===== src/rtl/mbt_pkg.sv =====
package mbt_pkg;

  localparam int C_W    = 32;
  localparam int WIN_W  = 8;
  localparam int STEP_W = 9;
  localparam int IDX_W  = 8;

  localparam logic [IDX_W-1:0] CFG_FAST_WINDOW = 8'd0;
  localparam logic [IDX_W-1:0] CFG_SLOW_WINDOW = 8'd1;

  localparam logic [WIN_W-1:0] WINDOW_RESET = 8'd100;

  typedef struct packed {
    logic load;
    logic upd;
    logic finish;
  } mbt_cmd_t;

  typedef struct packed {
    logic escaped;
    logic last;
  } mbt_status_t;

endpackage


===== src/rtl/mbt_ctrl.sv =====
module mbt_ctrl
  import mbt_pkg::*;
(
  input  logic        clk,
  input  logic        rst_n,
  input  logic        in_valid,
  output logic        in_ready,
  output logic        out_valid,
  input  logic        out_ready,
  input  mbt_status_t status,
  output mbt_cmd_t    cmd
);

  typedef enum logic [1:0] {
    S_IDLE,
    S_MUL,
    S_SUM,
    S_UPD
  } state_t;

  state_t state_r;
  state_t state_nxt;
  logic   out_valid_r;
  logic   out_valid_nxt;
  logic   done;
  logic   out_free;

  assign done     = status.escaped || status.last;
  assign out_free = !out_valid_r || out_ready;

  always_comb begin
    state_nxt     = state_r;
    out_valid_nxt = out_valid_r && !out_ready;
    cmd           = '0;
    unique case (state_r)
      S_IDLE: begin
        if (in_valid) begin
          cmd.load  = 1'b1;
          state_nxt = S_MUL;
        end
      end
      S_MUL: begin
        state_nxt = S_SUM;
      end
      S_SUM: begin
        state_nxt = S_UPD;
      end
      S_UPD: begin
        if (done) begin
          if (out_free) begin
            cmd.finish    = 1'b1;
            out_valid_nxt = 1'b1;
            state_nxt     = S_IDLE;
          end
        end else begin
          cmd.upd   = 1'b1;
          state_nxt = S_MUL;
        end
      end
      default: begin
        state_nxt = S_IDLE;
      end
    endcase
  end

  always_ff @(posedge clk) begin
    if (!rst_n) begin
      state_r     <= S_IDLE;
      out_valid_r <= 1'b0;
    end else begin
      state_r     <= state_nxt;
      out_valid_r <= out_valid_nxt;
    end
  end

  assign in_ready  = (state_r == S_IDLE);
  assign out_valid = out_valid_r;

endmodule


===== config.mk =====
export PLATFORM = sky130hd
export DESIGN_NAME = mbt_ctrl
export DESIGN_NICKNAME = d
export VERILOG_FILES = /design/src/rtl/mbt_pkg.sv /design/src/rtl/mbt_ctrl.sv
export SDC_FILE = /design/constraint.sdc
export NUM_CORES = 1
export LEC_CHECK = 0
export BUFFER_PORTS_ARGS = -buffer_cell sky130_fd_sc_hd__buf_2
export CAP_MARGIN = 20
export CORE_AREA = 2 2 39 41
export DETAILED_ROUTE_END_ITERATION = 8
export DIE_AREA = 0 0 41 43
export PLACE_DENSITY = 0.39
export SLEW_MARGIN = 20
export SYNTH_ARGS = -nofsm -noshare
export SYNTH_HDL_FRONTEND = slang
export SYNTH_SLANG_ARGS = --single-unit
export TNS_END_PERCENT = 30

===== constraint.sdc =====
create_clock -name clk -period 3.7 [get_ports clk]
set_input_delay 0.555 -clock clk [delete_from_list [all_inputs] [get_ports clk]]
set_output_delay 0.555 -clock clk [all_outputs]
set_load 0.02 [all_outputs]

* Word-level counts from Yosys, hierarchy flattened
Cells that the tools add are included.
Word-level totals: flip-flop bits (word level) 3
Cells by class: equality and inequality tests 5, multiplexer cells 13, reductions and logical operators 7
Operators by type and width (count):
- two-way mux 1 bit | 8
- two-way mux 2 bit | 4
- case mux 2 bit (4 select lines) | 1
- == test 2 bit, second input constant | 2
- inequality test 3 bit, second input constant | 1
- == test 2 x 1 -> 1 bit, second input constant | 1
- logical NOT 1 bit | 2
- logical NOT 2 bit | 1
- logical OR 1 bit | 2
- inequality test 2 bit, second input constant | 1
- AND reduction 2 bit | 1
- logical AND 1 bit | 1

* Logic depth before layout (Yosys ltp)
depth after elaboration 5, mapped depth 5, gate-level depth less buffers 5

* Least setup slack after synthesis
OpenSTA, ideal clock, no wires.
path kind input-to-output, from in out_ready, to out cmd[0] (netlist bit), stages on the path 2, path buffers 0, arrival time 1.139 ns, setup slack 2.006 ns, cells stage by stage nor2b_1 -> nor3b_1
RTL lines:
- start: declaration | RTL line mbt_ctrl.sv:9 | input logic out_ready,
- end: declaration | RTL line mbt_ctrl.sv:11 | output mbt_cmd_t cmd

==> results_dict.tcl <==
set metrics [dict create \
    nNetsFinal 50 \
    yosysUniqueCellTypes 15 \
    rsz0062_at_grt "no" \
    drc 0 \
    rows 14 \
    power_switching_mw 0.0869 \
    place.gp.congestion 0.687 \
    p_per_area_nw_per_um2 696 \
    grt_pass1_vias 191 \
    cp-end-kind "primary output" \
    ant_nets 0 \
    p_comb_share_pct 47.0 \
    grt_pass1_wl_um 690 \
    io_buffer_count 10 \
    p_seq_share_pct 26.3 \
    cts_resized 0 \
    via_per_inst 3.84 \
    leakage_nw 0.160 \
    netSwitchingFraction_pct 40.4 \
    drv_cap 0 \
    wire_per_inst_um 7.88 \
    fin_skew_ns 0.000736 \
    p_int_mw 0.128 \
    synthesis.area_per_instance_um2 8.18 \
    die_w_um 41 \
    path_clk_slew_ns 0.04 \
    setup_viol 0 \
    multi_input_area_um2 141 \
    cts_tree "done" \
    path_buf_inv 1 \
    root_buffer "clkbuf_4" \
    post-cts-setup-buffers 0 \
    vdd_ir_drop_max_v 0.000271 \
    synth_area_um2 213 \
    grt_max_degree 6 \
    crit_family "flip-flops" \
    drtPass1Iterations 2 \
    hold_viol_final 0 \
    initialDrtViolationCount 1 \
    start_util_pct 15.4 \
    tightest_slew_ns 0.248 \
    fin_util_pct 22.3 \
    required_ns 3.14 \
    slew_headroom_pct 83.4 \
    startpoint_type "register" \
    cp_slowest_cell "dfxtp_1" \
    antenna_found_initial 0 \
    layout_min_cycle_time_ns 1.78 \
    postLayoutCellArea_um2 309 \
    cp_max_fo 5 \
    via_count 215 \
    cp_cell_sequence "ha_1, nor3b_1, buf_2" \
    path_class "register to primary output" \
    fill_cells 159 \
    yosys_register_bits 3 \
    ys_warn_count 0 \
    dieArea_um2 1760 \
    status "complete, no violations" \
    cts_made_buffers 3 \
    cpPeakStageDelay_ns 0.38 \
    wl_um 441 \
    core-area_um2 1380 \
    htree_levels 1 \
    max_freq_mhz 561 \
    clockPowerShare_pct 26.7 \
    worstPathArrival_ns 1.23 \
    syn_nets 35 \
    hp-class "register to register" \
    chipHeight_um 43 \
    post-route-period-util_pct 48.2 \
    io_pins 11 \
    area_delta_synth_final_pct 45.3 \
    cts_hold_buffers 0 \
    grt.overflow.total 0 \
    ys_seq_area_share_pct 28.2 \
    clock_latency_ns 0.23 \
    syn_inst 26 \
    antennaDiodeCount 0 \
    finalSetupTns_ns 0 \
    numClockSinks 3 \
    maxSlewViolCount 0 \
    grt.total_usage_pct 6.72 \
    place_area_um2 283 \
    mostFrequentLayoutCell "buf_2" \
    ctsLongestPathBuffers 2 \
    layout-drive-gt1-share_pct 32.5 \
    seqCellArea_um2 60.1 \
]
==> power by group through the flow <==
stage | sequential, mW | combinational, mW | clock [mW]
after CTS | 0.0563 | 0.104 | 0.0608
after global routing | 0.0589 | 0.115 | 0.0658
after detailed placement | 0.0568 | 0.103 | 0
after floorplan | 0.0555 | 0.0757 | 0
after global placement | 0.0575 | 0.103 | 0
final | 0.0565 | 0.101 | 0.0575
==> cells by family (layout without fill, tap and decap cells) <==
| group | after synthesis | in the layout | synth area share (%) |
|---|---|---|---|
| adders and majority gates | 3 | 3 | 17.6 |
| buffers and inverters | 3 | 17 | 5.29 |
| muxes | 1 | 1 | 4.71 |
| DFF | 3 | 3 | 28.2 |
| AOI/OAI and AO/OA | 5 | 5 | 17.1 |
| and+or+nand+nor | 11 | 11 | 27.1 |
==> synth_stat cells <==
cell type / number / area [µm²]
dfxtp_1: 3 / 60.1
ha_1: 3 / 37.5
inv_1: 3 / 11.3
nand2_1: 3 / 11.3
nor2_1: 3 / 11.3
nor3b_1: 2 / 15.0
a211oi_1: 1 / 7.51
a21o_1: 1 / 7.51
a21oi_1: 1 / 5.00
and2_1: 1 / 6.26
and2b_1: 1 / 7.51
mux2i_1: 1 / 10.0
nor2b_1: 1 / 6.26
o21a_1: 1 / 7.51
o32ai_1: 1 / 8.76
==> worst register-to-register path: stages, from the launching register on <==
cell	delay [ns]
dfxtp_1	0.38
inv_1	0.08
ha_1	0.23
and2b_1	0.18
a211oi_1	0.26
o32ai_1	0.13
==> cell type report <==
| cell class | count | share of cell area, % |
|---|---|---|
| clock buffers | 4 | 8.50 |
| inverters | 3 | 3.64 |
| multi-input cells | 20 | 45.7 |
| flip-flops and latches | 3 | 19.4 |
| well taps | 16 | 6.48 |
| repair buffers | 10 | 16.2 |
==> registers in the layout, indices dropped and copies added, names as in the netlist <==
signal and flops:
out_valid 1, state_r 2
==> per-stage QoR <==
| step | instances | power [mW] | worst slack [ns] | hold WS, ns |
|---|---|---|---|---|
| finish | 56 | 0.215 | 1.92 | 0.512 |
| global route | 56 | 0.240 | 1.79 | 0.541 |
| CTS | 56 | 0.221 | 1.89 | 0.512 |
| detailed placement | 52 | 0.160 | 2.03 | 0.506 |
| global placement | 52 | 0.161 | 2.00 | 0.505 |
| floorplan | 26 | 0.131 | 2.01 | 0.473 |
==> final timing paths <==
path	from	endpoint	slack, ns	depth (start not counted)
hold reg to reg	state_r[0]	state_r[0]	0.51	2
setup reg to reg	state_r[0]	state_r[0]	2.32	5
hold / removal	state_r[0]	state_r[0]	0.51	2
setup / recovery	state_r[1]	cmd[1]	1.92	3
==> routing by layer <==
layer | up-vias | wire length, µm | GRT usage [%]
li1 | 115 | - | -
met1 | 91 | 198 | 6.41
met2 | 9 | 194 | 8.13
met3 | 0 | 48 | 7.85
met4 | 0 | 0 | 4.00
met5 | - | 0 | 0
No activity file was read; power rests on OpenSTA's default activity.
